## config.mk

```make
export PLATFORM = sky130hd
export DESIGN_NAME = pfbb_decode
export DESIGN_NICKNAME = d
export VERILOG_FILES = /design/src/pfbb_pkg.sv /design/src/pfbb_decode.sv
export SDC_FILE = /design/constraint.sdc
export NUM_CORES = 1
export LEC_CHECK = 0
export BUFFER_PORTS_ARGS = -buffer_cell sky130_fd_sc_hd__buf_2
export CORE_MARGIN = 3
export CORE_UTILIZATION = 51
export DETAILED_ROUTE_END_ITERATION = 8
export PLACE_DENSITY_LB_ADDON = 0.3
export SETUP_SLACK_MARGIN = 0.5
export SLEW_MARGIN = 5
export SYNTH_ARGS = -nofsm -noshare
export SYNTH_HDL_FRONTEND = slang
export SYNTH_SLANG_ARGS = --single-unit
```

## constraint.sdc

```tcl
create_clock -name vclk -period 4.8
set_input_delay 0.48 -clock vclk [all_inputs]
set_output_delay 0.48 -clock vclk [all_outputs]
set_load 0.01 [all_outputs]
```

## src/pfbb_pkg.sv

```systemverilog
`timescale 1ns / 1ps

package pfbb_pkg;

	localparam int WIDTH = 128;
	localparam int PAGES = 8;
	localparam int DEPTH = WIDTH * PAGES;
	localparam int AW    = $clog2(DEPTH);

	typedef struct packed {
		logic          valid;
		logic [AW-1:0] addr1;
		logic [3:0]    page1;
		logic [7:0]    data1;
		logic [7:0]    mask1;
		logic          has2;
		logic [AW-1:0] addr2;
		logic [3:0]    page2;
		logic [7:0]    data2;
		logic [7:0]    mask2;
		logic [6:0]    col;
		logic          invert;
		logic          refresh;
	} run_t;

	typedef enum logic [3:0] {
		ST_CLEAR = 4'b0001,
		ST_IDLE  = 4'b0010,
		ST_WR1   = 4'b0100,
		ST_WR2   = 4'b1000
	} state_t;

	function automatic logic [7:0] merge(input logic [7:0] old, input logic [7:0] data,
		input logic [7:0] mask, input logic inv);
		logic [7:0] d;
		d = inv ? ~data : data;
		return (old & ~mask) | (d & mask);
	endfunction

endpackage

```

## src/pfbb_decode.sv

```systemverilog
`timescale 1ns / 1ps

module pfbb_decode (
	input  logic signed [8:0] column,
	input  logic signed [8:0] row,
	input  logic [7:0]        bits,
	input  logic [3:0]        bit_count,
	input  logic              invert,
	input  logic              refresh,
	output pfbb_pkg::run_t    run
);

	logic [3:0]        cnt;
	logic              in_frame;
	logic signed [4:0] vis;
	logic [3:0]        neg;
	logic [3:0]        pg1;
	logic [4:0]        pg2;
	logic [2:0]        off;
	logic [3:0]        fin;

	always_comb begin
		cnt = (bit_count > 4'd8) ? 4'd8 : bit_count;
		in_frame = (cnt != 4'd0) && (column >= 9'sd0) && (column < pfbb_pkg::WIDTH)
			&& (row >= -9'sd8) && (row < pfbb_pkg::PAGES * 8);
		vis = $signed({1'b0, cnt}) + $signed(row[4:0]);
		neg = 4'(-row);
		pg1 = row[6:3];
		pg2 = {1'b0, pg1} + 5'd1;
		off = row[2:0];
		fin = {1'b0, off} + cnt;

		run.col     = column[6:0];
		run.invert  = invert;
		run.refresh = refresh;
		run.page2   = pg2[3:0];
		run.addr2   = pfbb_pkg::AW'(32'(column[7:0]) * 32'(pfbb_pkg::PAGES) + 32'(pg2));
		run.data2   = bits >> (4'd8 - {1'b0, off});
		run.mask2   = 8'hFF >> (5'd16 - {1'b0, fin});
		run.has2    = 1'b0;

		if (row[8]) begin
			run.valid = in_frame && (vis > 5'sd0);
			run.page1 = 4'd0;
			run.addr1 = pfbb_pkg::AW'(32'(column[7:0]) * 32'(pfbb_pkg::PAGES));
			run.data1 = bits >> neg;
			run.mask1 = 8'hFF >> (4'd8 - vis[3:0]);
		end else begin
			run.valid = in_frame;
			run.page1 = pg1;
			run.addr1 = pfbb_pkg::AW'(32'(column[7:0]) * 32'(pfbb_pkg::PAGES) + 32'(pg1));
			run.data1 = bits << off;
			if (fin <= 4'd8) begin
				run.mask1 = (8'hFF << off) & (8'hFF >> (4'd8 - fin));
			end else begin
				run.mask1 = 8'hFF << off;
				run.has2  = 32'(pg2) < pfbb_pkg::PAGES;
			end
		end
	end

endmodule
```

* Word-level counts from Yosys, hierarchy flattened
Cells that the tools add are included.
Storage, ports and cells: bits in registers 0, bits of input ports 32
Operators by class: add/sub/neg operators 10, order comparisons 8, shifts and indexed selects 7, multiplexer cells 5, bitwise logic cells 1, reduce and logical (&&, ||, !) cells 6
Operators with widths (count):
- two-way mux 31 bit | 1
- >> shifter 8 x 4 -> 8 bit | 2
- >> shifter 8 x 4 -> 8 bit (first input constant) | 2
- adder 10 x 4 -> 10 bit | 1
- adder 10 x 5 -> 10 bit | 1
- greater-or-equal comparator 9 x 1 -> 1 bit (second input constant) | 1
- greater-or-equal comparator 9 x 4 -> 1 bit (second input constant) | 1
- less-than comparator 9 x 8 -> 1 bit (second input constant) | 1
- less-than comparator 9 bit (second input constant) | 1
- AND 8 bit | 1
- two-way mux 8 bit | 1
- left shift 8 x 3 -> 8 bit | 1
- left shift 8 x 3 -> 8 bit (first input constant) | 1
- >> shifter 8 x 5 -> 8 bit (first input constant) | 1
- subtractor 4 bit (first input constant) | 2
- adder 4 x 1 -> 5 bit (second input constant) | 1
- adder 5 bit | 1
- greater-than comparator 5 x 1 -> 1 bit (second input constant) | 1
- logical AND 1 bit | 5
- less-than comparator 5 x 4 -> 1 bit (second input constant) | 1
- subtractor 5 x 4 -> 5 bit (first input constant) | 1
- adder 3 x 4 -> 4 bit | 1
- greater-than comparator 4 bit (second input constant) | 1
- <= comparator 4 bit (second input constant) | 1
- 5 further kinds | 6

* Depth between registers and ports, before layout
Gate-level depths: netlist of run 1.
depth after elaboration 9, mapped depth 12

* Least setup slack after synthesis of run 1
No wires, ideal clock.
path type input port to output port, start in bit_count[3], end out run[44] (netlist bit), arrival time 2.800 ns, data required time 4.320 ns, setup slack 1.520 ns, stages 11, path buffers 2, cell sequence buf_2 nor2b_1 ha_1 fa_1 inv_1 ha_1 inv_1 ha_1 buf_1 nor2_1 o32ai_1
RTL lines:
- from (decl) | line pfbb_decode.sv:7 | input logic [3:0] bit_count,
- to (decl) | line pfbb_decode.sv:10 | output pfbb_pkg::run_t run

==> summary by stage, run 1 <==
Yosys
Counting distinct cell types in the post-synthesis netlist gives 60. The area share of the largest cell type after synthesis is 11.93%. Yosys attributes the largest share of cell area to sky130_fd_sc_hd__ha_1 12%, sky130_fd_sc_hd__mux2i_1 6.7%, sky130_fd_sc_hd__buf_4 6.3%. During synthesis, Yosys emitted a total of 0 warnings.

Summed over all instances, the cell type with the most area after synthesis is sky130_fd_sc_hd__ha_1. Counting every net in the synthesized netlist gives 305. The synthesized area divided by synthesized cell count is 7.020 µm². Synthesis produced a netlist whose cell count is 254. The sequential-to-total area share from yosys stat is 0%. The post-synth design cell area is 0.001783 mm².

Finish
The sequential cells in the finished layout cover a total of 0 µm². Compared with the post-synthesis result, the final layout area differs by 21.33%. The commonest non-fill, non-tap cell in the layout is sky130_fd_sc_hd__buf_2. The clock buffer count is 0. Cells fill 67.54% of the core in the end.

There are 0 flip-flops and latches. 0 antenna diodes ended up in the layout. In the final layout, the share of cells above drive strength 1 is 39.08%. The filler cell count is 321. In the layout the commonest cells are 99 x sky130_fd_sc_hd__buf_2, 28 x sky130_fd_sc_hd__nand2_1, 24 x sky130_fd_sc_hd__nor2_1. In the final design database the tool counted 378 nets.

STA
Setup violations remaining at the end of the flow were counted as 0. The number of pins exceeding their max-slew limit in the final report was 0. Setup repair after global routing left no endpoint under its margin. The transition time at the pin with the least slew margin is 525.2 ps. Static timing analysis puts the maximum clock frequency at 0.2729 GHz. The post-route clock period utilization is 76.34%. The final worst hold slack is 960.0 ps. The worst path needs 3664 ps of the cycle, external delays included. The total count of hold-check failures in the final report was 0. The worst slew margin relative to its limit is 64.99%. Setup total negative slack on the finished layout was measured at 0 ps.

Once routing completed, OpenROAD measured the worst setup slack at 1136 ps.

Placement
At the end of routability-driven placement, the weighted congestion stood at 0.9838. The detailed-placement wirelength estimate is 4.135 mm. In this run the tool buffered the top-level ports with 99 buffer cells. OpenSTA, run right after detailed placement, puts the worst setup slack at 1178 ps.

Pwr
The share of total power dissipated in combinational logic is 100.0%. The internal power contribution is 140.3 µW. The part of the total power dissipated in sequential elements is 0%. In this run the power density over the cells is 156.2 mW/mm². The worst IR drop on VDD is 0.00007387 V.

The clock share of power is 0%. In this run the static leakage power is 0.001135 µW. The switching part of the total is 58.48%. For this design the total switching power over the nets is 197.7 µW. The overall power of the completed layout is 338.0 µW.

Die
The placeable core region is 0.003203 mm². The number of core rows is 20. The width of the die is 65.13 µm. In this run the count of I/O pins placed on the die edge is 103.

The die covers 0.004241 mm². The effective utilization at floorplan is 55.66%. The die is 65.13 µm tall.

Detailed routing
The final layout contains routed wiring with a total length of 5.128 mm. The highest metal layer carrying signal wires in the routed design is met4. The detailed router's first-iteration violation count is 203.

The routed length on met2 is 2.392 mm. Using the TritonRoute via totals, the vias-per-cell ratio works out to 5.653. The number of remaining DRC errors is 0. The detailed-routing iteration count for the pre-antenna-repair pass is 4.

The wire length on met3 is 445 µm. The detail route stage leaves a number of antenna-violating nets equal to 0. Across all layers, the routed design uses 2086 vias. Dividing the detail-routed wire length by the instance count gives 13.90 µm. The routed length on met1 is 2.283 mm.

Hold path
The class of the worst hold path is in2out.

Global routing
The via count of the first global-routing pass is 1815. Summed over all layers, the global routing overflow is 0. The initial antenna violation count is 0. The maximum number of pins on one net before global-route repair is 27. The global-route wire length before repair is 8.266 mm. In the global route stage, overall resource usage came out at 23.03%.

Setup path
The maximum fanout count along the critical path is 26. At the worst endpoint, the arrival time is 3180 ps. Traced cell by cell, the critical path runs through buf_2, ha_1, fa_1, inv_1, ha_1, inv_1, ha_1, inv_1, a2bb2oi_1, a21oi_1, buf_2. The endpoint kind of the worst setup timing path is an output pin. The critical path required time is 4320 ps.

The master of the slowest instance on the critical path is sky130_fd_sc_hd__fa_1. By startpoint and endpoint, the worst setup path is classified as in2out. The stage delay of the slowest cell on the critical path is 500 ps.

STA classifies the critical path startpoint as an input port.

Clock tree
The count of buffers added by post-CTS timing repair for setup is 0. The number of cells upsized or downsized after cts is 0. Hold repair after CTS inserted 0 buffers.

Job
The tool flagged a number of max-cap violations equal to 0.

Run status
The flow ran to the end, and the final reports show no timing, DRC or antenna violations.
==> power groups by stage <==
stage               registers, µW  logic, µW  clock network, µW
floorplan                       0        234                  0
global placement                0        333                  0
detailed placement              0        336                  0
CTS                             0        337                  0
global route                    0        373                  0
finish                          0        338                  0
==> area by class of cell <==
| type | count | area [µm²] | share of cell area, % |
|---|---|---|---|
| inverter | 18 | 67.56 | 3.123 |
| multi-input combinational | 208 | 1545 | 71.43 |
| tap | 44 | 55.05 | 2.545 |
| timing repair buffer | 99 | 495.5 | 22.90 |
==> final timing paths <==
path              startpoint      end  slack [ps]  cells past startpoint
setup / recovery      row[0]  run[45]        1140                     11
hold / removal        invert   run[1]         960                      0
==> per-layer routing <==
metal	track usage (%)	up-vias
met2	41.12	113
met5	0	-
met3	1.880	2
li1	-	1034
met4	0	0
met1	32.18	937
==> logic make-up (layout without fill, tap and decap cells) <==
logic type / after synthesis / count (layout) / share of synthesized area [%]
AO/OA/AOI/OAI: 55 / 55 / 22.74
XOR/XNOR: 16 / 16 / 9.123
adder cells (fa/ha/maj): 19 / 19 / 14.18
buffers and inverters: 46 / 117 / 13.33
multiplexers: 20 / 20 / 12.77
AND/OR/NAND/NOR: 98 / 98 / 27.86
==> Yosys cell counts, types with 3 or more instances <==
cell type and count:
sky130_fd_sc_hd__buf_4 15, sky130_fd_sc_hd__nor2b_1 8, sky130_fd_sc_hd__xor2_1 5, sky130_fd_sc_hd__xnor2_1 8, sky130_fd_sc_hd__o21ai_0 9, sky130_fd_sc_hd__xor2_2 3
sky130_fd_sc_hd__buf_2 7, sky130_fd_sc_hd__nor2_1 24, sky130_fd_sc_hd__ha_1 17, sky130_fd_sc_hd__mux2i_1 12, sky130_fd_sc_hd__nand2_1 28, sky130_fd_sc_hd__nor4_1 4
sky130_fd_sc_hd__o22ai_1 7, sky130_fd_sc_hd__nor3_1 7, sky130_fd_sc_hd__a31oi_1 3, sky130_fd_sc_hd__inv_1 15, sky130_fd_sc_hd__nand3_1 6, sky130_fd_sc_hd__clkbuf_1 4
sky130_fd_sc_hd__a21oi_1 7, sky130_fd_sc_hd__mux2_2 5
==> worst max-delay path: cells and delay by family <==
family | cells | cell delay (ps)
buffers and inverters | 5 | 880
adder cells (fa/ha/maj) | 4 | 1530
AO/OA/AOI/OAI | 2 | 270
==> metrics by stage <==
| stage | std cells | cell area [µm²] |
|---|---|---|
| 5_1_grt | 369 | 2163 |
| 6_report | 369 | 2163 |
| 2_1_floorplan | 254 | 1783 |
| 3_3_place_gp | 369 | 2163 |
| 4_1_cts | 369 | 2163 |
| 3_5_place_dp | 369 | 2163 |
Power figures use the tool's default switching activity.
==> inputs of run 2 (changes only) <==
--- a/config.mk
+++ b/config.mk
@@ -7,7 +7,7 @@
 export LEC_CHECK = 0
 export BUFFER_PORTS_ARGS = -buffer_cell sky130_fd_sc_hd__buf_2
 export CORE_MARGIN = 3
-export CORE_UTILIZATION = 51
+export CORE_UTILIZATION = 47
 export DETAILED_ROUTE_END_ITERATION = 8
 export PLACE_DENSITY_LB_ADDON = 0.3
 export SETUP_SLACK_MARGIN = 0.5
==> constraint.sdc (replaced) <==
create_clock -name vclk -period 3.6
set_input_delay 0.36 -clock vclk [all_inputs]
set_output_delay 0.36 -clock vclk [all_outputs]
set_load 0.01 [all_outputs]
==> summary by stage, run 2 (same netlist as run 1, synthesis figures left out) <==
Detailed routing
The total wire length after detailed routing is 5.443 mm (+6.1%). The detailed router's first-iteration violation count is 187 (-7.9%). The number of routed nets with antenna violations is 0 (unchanged). The number of remaining DRC errors is 0 (unchanged). The overall via count from detail_route is 2094 (+0.38%). The average vias per placed instance is 5.554 (-1.7%).

The routed wire length per instance came to 14.44 µm (+3.9%). The detailed-routing iteration count for the pre-antenna-repair pass came to 5 (+1).

Placement
The detailed-placement wirelength estimate was 4.323 mm (+4.5%). The number of port buffers is 99 (unchanged). The routability congestion estimate from global placement is 0.9234 (-6.1%). The pre-CTS worst setup slack is 289.5 ps (-888.6 ps).

Pwr
The switching part of the total is 57.22% (-1.3 points). The relative contribution of combinational cells to total power is 100.0% (about the same). The power dissipated by switching net loads is 275.0 µW (+39%). The internal power contribution is 205.5 µW (+46%).

The power density relative to cell area was 210.8 mW/mm² (+35%). The leakage power of the design was 0.001164 µW (+2.6%). The worst IR drop on VDD is 0.00008491 V (+15%). The clock share of power is 0% (unchanged).

The part of the total power dissipated in sequential elements is 0% (unchanged).

Finish
The sequential cell count was 0 (unchanged). The total number of nets in the final design came to 384 (+1.6%). The storage element area is 0 µm² (unchanged).

The filler cell count was 319 (-0.62%). The area growth from synthesis to final layout is 27.86%. In the layout the commonest cells are 98 x sky130_fd_sc_hd__buf_2, 28 x sky130_fd_sc_hd__nand2_1, 24 x sky130_fd_sc_hd__nor2_1. The antenna diode count is 0 (unchanged). The multi-input gate area in the final layout is 0.001608 mm² (+4.0%). The fraction of layout cells with a size suffix above 1 is 42.60% (+3.5 points). The clock buffer count is 0 (unchanged).

The share of the core filled with cells is 65.23% (-2.3 points). Leaving out fill and tap cells, the most frequent cell in the layout is sky130_fd_sc_hd__buf_2.

Die
The width of the die is 67.59 µm (+3.8%). The placeable core region is 0.003495 mm² (+9.1%). The die height is 67.59 µm (+3.8%). The floorplan die area is 0.004568 mm² (+7.7%). The number of core rows is 21 (+5.0%). The effective utilization at floorplan is 51.02% (-4.6 points). The number of I/O pins was 103 (unchanged).

Setup path
The stage delay of the slowest cell on the critical path is 580 ps (+80 ps). Grouping stages by cell kind, the critical path spends the most delay in adder cells. The maximum fanout count along the critical path is 6 (-77%). The critical path is of the in2out type.

The slowest stage of the critical path belongs to the cell sky130_fd_sc_hd__fa_2. The signal arrival time at the worst endpoint is 2720 ps (-460 ps). The cell repeated most along the worst path is sky130_fd_sc_hd__buf_2. STA classifies the critical path endpoint as an output pin. The worst setup path is launched from an input port. The number of buffers and inverters on the critical path was 4 (-1).

Traced cell by cell, the critical path runs through buf_2, nor2b_1, ha_2, fa_2, inv_2, ha_4, o211ai_1, a221oi_2, a211oi_2, buf_4, nand2_1, o32ai_2, buf_2. The critical path required time is 3240 ps (-1080 ps).

Clock tree
The hold buffer count at CTS is 0 (unchanged).

Job
The number of violations of the max-capacitance limit is 0 (unchanged).

STA
The aggregate negative setup slack came to 0 ps (unchanged). The transition time at the pin with the least slew margin is 417.8 ps (-107.3 ps). The total count of hold-check failures in the final report is 0 (unchanged). The slack of the critical path is 517.6 ps (-618.2 ps). Setup repair after global routing left no endpoint under its margin. The worst slew margin relative to its limit is 72.14% (+7.2 points). The post-route clock period utilization is 85.62%. For this run, the top clock speed supported by timing is 0.3244 GHz. The final critical-path required period is 3082 ps.

The number of pins exceeding their max-slew limit in the final report is 0 (unchanged). The total setup violations reported at the end of the flow came to 0 (unchanged).

Hold path
The worst hold path belongs to the class in2out.

Global routing
The via count of the first global-routing pass is 1914 (+5.5%). The initial antenna violation count is 0 (unchanged). The global-route wire length before repair was 8.493 mm (+2.7%). The total global-route track usage was 22.93% (-0.10 points).

The maximum number of pins on one net before global-route repair came to 26 (-3.7%). The total global routing overflow was 0 (unchanged).

Run status
The flow ran to the end, and the final reports show no timing, DRC or antenna violations.
## run 2: cell count changes in the layout (fill, tap and decap cells not counted), sizes merged
cell | before | now
buf | 99 | 105
## run 2: layout make-up
type / instances / area share, %
multi-input cells: 208 / 70.53
well taps: 46 / 2.525
repair buffers: 105 / 23.98
inverters: 18 / 2.964
## run 2: through the flow
step / area [µm²] / cells / hold WS [ps] / power [µW]
5_1_grt: 2280 / 377 / 720.0 / 528.6
2_1_floorplan: 1783 / 254 / 792.7 / 311.4
6_report: 2280 / 377 / 720.0 / 480.5
4_1_cts: 2211 / 376 / 720.1 / 459.3
3_3_place_gp: 2196 / 375 / 720.1 / 449.8
3_5_place_dp: 2196 / 375 / 720.1 / 454.2
## run 2: power by group through the flow
stage,Sequential [µW],Combinational (µW),Clock [µW]
after floorplan,0,311,0
after global placement,0,450,0
after detailed placement,0,454,0
after CTS,0,459,0
after global routing,0,529,0
final,0,481,0
## run 2: worst paths after layout
kind	startpoint	end	slack, ps	depth (start not counted)
worst min-delay path	refresh	run[0]	720	0
worst max-delay path	bit_count[0]	run[42]	520	13
## run 2: metal layers
metal  share of wire (%)  global-route usage (%)  vias up
li1                    -                       -     1049
met1                  44                   30.00      948
met2                  48                   42.41       93
met3                 7.5                   1.331        4
met4                0.51                   1.772        0
met5                   0                       0        -
## run 2: repair_timing
| action | 4_1_cts | 5_1_grt |
|---|---|---|
| endpoints found under the hold margin | 0 | 0 |
| buffers inserted | 1 | 1 |
| setup endpoints to repair | 8 | 8 |
| pin swaps | 1 | 3 |
| resized for setup | 3 | 11 |
==> inputs of run 3 (changes only) <==
--- a/config.mk
+++ b/config.mk
@@ -5,9 +5,10 @@
 export SDC_FILE = /design/constraint.sdc
 export NUM_CORES = 1
 export LEC_CHECK = 0
+export ABC_AREA = 1
 export BUFFER_PORTS_ARGS = -buffer_cell sky130_fd_sc_hd__buf_2
 export CORE_MARGIN = 3
-export CORE_UTILIZATION = 47
+export CORE_UTILIZATION = 48
 export DETAILED_ROUTE_END_ITERATION = 8
 export PLACE_DENSITY_LB_ADDON = 0.3
 export SETUP_SLACK_MARGIN = 0.5
==> summary by stage, run 3 <==
Run status
The flow ran to the end, and the final reports show no timing, DRC or antenna violations.

Yosys
The largest total area in the synthesized netlist belongs to sky130_fd_sc_hd__nand2_1. In the synthesized netlist, the cells that appear most often are 98 x sky130_fd_sc_hd__nand2_1, 45 x sky130_fd_sc_hd__inv_1, 31 x sky130_fd_sc_hd__nor2_1, 28 x sky130_fd_sc_hd__nand3_1, 17 x sky130_fd_sc_hd__ha_1. The number of distinct library cells after synthesis came to 38 (-37%). Sorting the synthesized cells by area gives the leading types as sky130_fd_sc_hd__nand2_1 20%, sky130_fd_sc_hd__ha_1 11%, sky130_fd_sc_hd__inv_1 9.1%. The area share of the largest cell type after synthesis is 19.86% (+7.9 points). The number of warnings reported in the yosys synthesis log is 0 (unchanged). The post-synth design cell area is 0.001852 mm² (+3.9%). The sequential-to-total area share from yosys stat is 0% (unchanged). The synthesized area divided by synthesized cell count is 5.462 µm² (-22%). The number of nets produced by synthesis is 390 (+28%). The number of standard cells after synthesis was 339 (+33%). The most common cell in the synthesized netlist is sky130_fd_sc_hd__nand2_1.

Detailed routing
The average vias per placed instance was 5.363 (-3.5%). The detailed router's first-iteration violation count is 162 (-13%). The routed wire length per instance is 12.43 µm (-14%). After detailed routing, no signal wire sits above met4. The routed length on met2 is 2.706 mm (+2.7%). The overall via count from detail_route was 2499 (+19%).

The detailed-routing iteration count for the pre-antenna-repair pass is 6 (+1). The routed length on met1 was 2.505 mm (+5.7%). The wire length on met3 came to 547 µm (+34%). The number of routed nets with antenna violations is 0 (unchanged). The total wire length after detailed routing is 5.792 mm (+6.4%). The number of remaining DRC errors was 0 (unchanged).

Placement
The routability congestion estimate from global placement is 0.9230 (about the same). The detailed-placement wirelength estimate is 4.761 mm (+10%). The number of port buffers was 99 (unchanged).

Die
The die height was 68.11 µm (+0.77%). The number of core rows is 21 (unchanged). The number of I/O pins is 103 (unchanged). The width of the die was 68.11 µm (+0.77%). The placeable core region is 0.003521 mm² (+0.75%).

The effective utilization at floorplan was 52.59% (+1.6 points). The floorplan die area is 0.004639 mm² (+1.5%).

Pwr
The power dissipated by switching net loads is 293.8 µW (+6.9%). The leakage power of the design was 0.001414 µW (+21%). The worst IR drop on VDD is 0.00009079 V (+6.9%). The relative contribution of combinational cells to total power was 100.0% (about the same).

The power density relative to cell area is 205.8 mW/mm² (-2.4%). The clock share of power is 0% (unchanged). The part of the total power dissipated in sequential elements came to 0% (unchanged). The internal power contribution is 184.0 µW (-10%). The switching part of the total was 61.49% (+4.3 points). The overall power of the completed layout is 477.8 µW (-0.56%).

Setup path
In this design, the largest share of critical-path delay is due to adder cells. The critical path required time was 3240 ps (about the same). STA classifies the critical path startpoint as an input port.

The endpoint kind of the worst setup timing path is an output pin. Walking the worst path, the cells encountered are buf_2, nor2_2, nand2_1, a21boi_1, ha_2, fa_1, inv_2, ha_4, inv_2, ha_4, inv_2, nor2_2, inv_1, a21oi_2, nand2_1, nand2_1, buf_2. The stage delay of the slowest cell on the critical path is 430 ps (-150 ps). By startpoint and endpoint, the worst setup path is classified as in2out. The slowest stage of the critical path belongs to the cell sky130_fd_sc_hd__fa_1. The number of buffers and inverters on the critical path is 6 (+2). The maximum fanout count along the critical path is 7 (+1). The signal arrival time at the worst endpoint is 2660 ps (-60 ps).

Finish
The storage element area was 0 µm² (unchanged). The sequential cell count is 0 (unchanged). The fraction of layout cells with a size suffix above 1 is 32.14% (-10 points). The commonest non-fill, non-tap cell in the layout is sky130_fd_sc_hd__buf_2. The area growth from synthesis to final layout is 25.41%.

The total number of nets in the final design was 473 (+23%). The filler cell count came to 355 (+11%). The antenna diode count came to 0 (unchanged). The top cell types in the final layout, fill and taps aside, are 99 x sky130_fd_sc_hd__buf_2, 98 x sky130_fd_sc_hd__nand2_1, 42 x sky130_fd_sc_hd__inv_1. The clock buffer count is 0 (unchanged).

STA
The post-route clock period utilization is 83.82% (-1.8 points). The maximum clock rate is 0.3314 GHz (+2.2%). The worst slew margin relative to its limit was 62.65% (-9.5 points). The number of pins exceeding their max-slew limit in the final report is 0 (unchanged). The total count of hold-check failures in the final report came to 0 (unchanged). The total setup violations reported at the end of the flow came to 0 (unchanged). The aggregate negative setup slack is 0 ps (unchanged).

The final critical-path required period is 3017 ps (-65.00 ps). Setup repair after global routing left no endpoint under its margin. The transition time at the pin with the least slew margin is 554.5 ps (+136.6 ps).

Global routing
The total global-route track usage is 23.49% (+0.56 points). The via count of the first global-routing pass is 2080 (+8.7%). The initial antenna violation count was 0 (unchanged). The maximum number of pins on one net before global-route repair is 24 (-7.7%). The global-route wire length before repair is 8.838 mm (+4.1%). The total global routing overflow came to 0 (unchanged).

Job
The number of violations of the max-capacitance limit is 0 (unchanged).

Clock tree
The hold buffer count at CTS was 0 (unchanged).

Hold path
The tightest min-delay check is of the in2out type.
run 3: cell types whose count changed in the layout (fill, tap and decap cells not counted), sizes merged, moves of 8 or more:
| cell | delta |
|---|---|
| nor2 | +10 |
| nand3 | +29 |
| inv | +31 |
| nor2b | -8 |
| a21oi | +8 |
| nand2 | +72 |
| mux2i | -13 |
run 3: cell families after synthesis:
kind of cell	share of synthesized area, %
compound gates	12.30
buf+inv	18.31
simple gates	50.54
xor+xnor	5.203
fa+ha+maj	13.65
run 3: path summary, 6_finish.rpt:
kind / from / slack, ps / cells after the start / endpoint
worst min-delay path: invert / 720 / 0 / run[1]
worst max-delay path: bit_count[0] / 580 / 17 / run[45]
run 3: metrics by stage:
step / cell area (µm²) / setup WS, ps / hold slack, ps / util, % / cells
floorplan: 1852 / 685.3 / 800.1 / - / 339
global placement: 2248 / 508.4 / 720.1 / 63.86 / 461
detailed placement: 2248 / 379.5 / 720.1 / 63.86 / 461
CTS: 2273 / 511.0 / 720.1 / 64.57 / 462
global route: 2322 / 472.8 / 720.0 / 65.96 / 466
finish: 2322 / 582.6 / 720.0 / 65.96 / 466
run 3: power by group through the flow:
stage | clock (µW) | sequential [µW] | combinational (µW)
4_1_cts | 0 | 0 | 451
6_report | 0 | 0 | 478
3_3_place_gp | 0 | 0 | 435
2_1_floorplan | 0 | 0 | 303
5_1_grt | 0 | 0 | 530
3_5_place_dp | 0 | 0 | 442
run 3: repair_timing:
action | in CTS | in global routing
hold endpoints to repair | 0 | 0
endpoints found under the setup margin | 2 | 9
resized for setup | 4 | 8
setup buffers | 1 | 4
pin swaps | 0 | 5
run 3: layout make-up:
class / instances / area (µm²) / area share [%]
Inverter: 48 / 182.7 / 7.866
Multi-Input combinational cell: 268 / 1549 / 66.70
Tap cell: 46 / 57.56 / 2.478
Timing Repair Buffer: 104 / 533.0 / 22.95
run 3: routing by layer:
layer  vias up  track usage [%]
met5         -                0
met4         0            3.226
met3         6           0.8210
met2       130            43.08
met1      1119            30.87
li1       1244                -
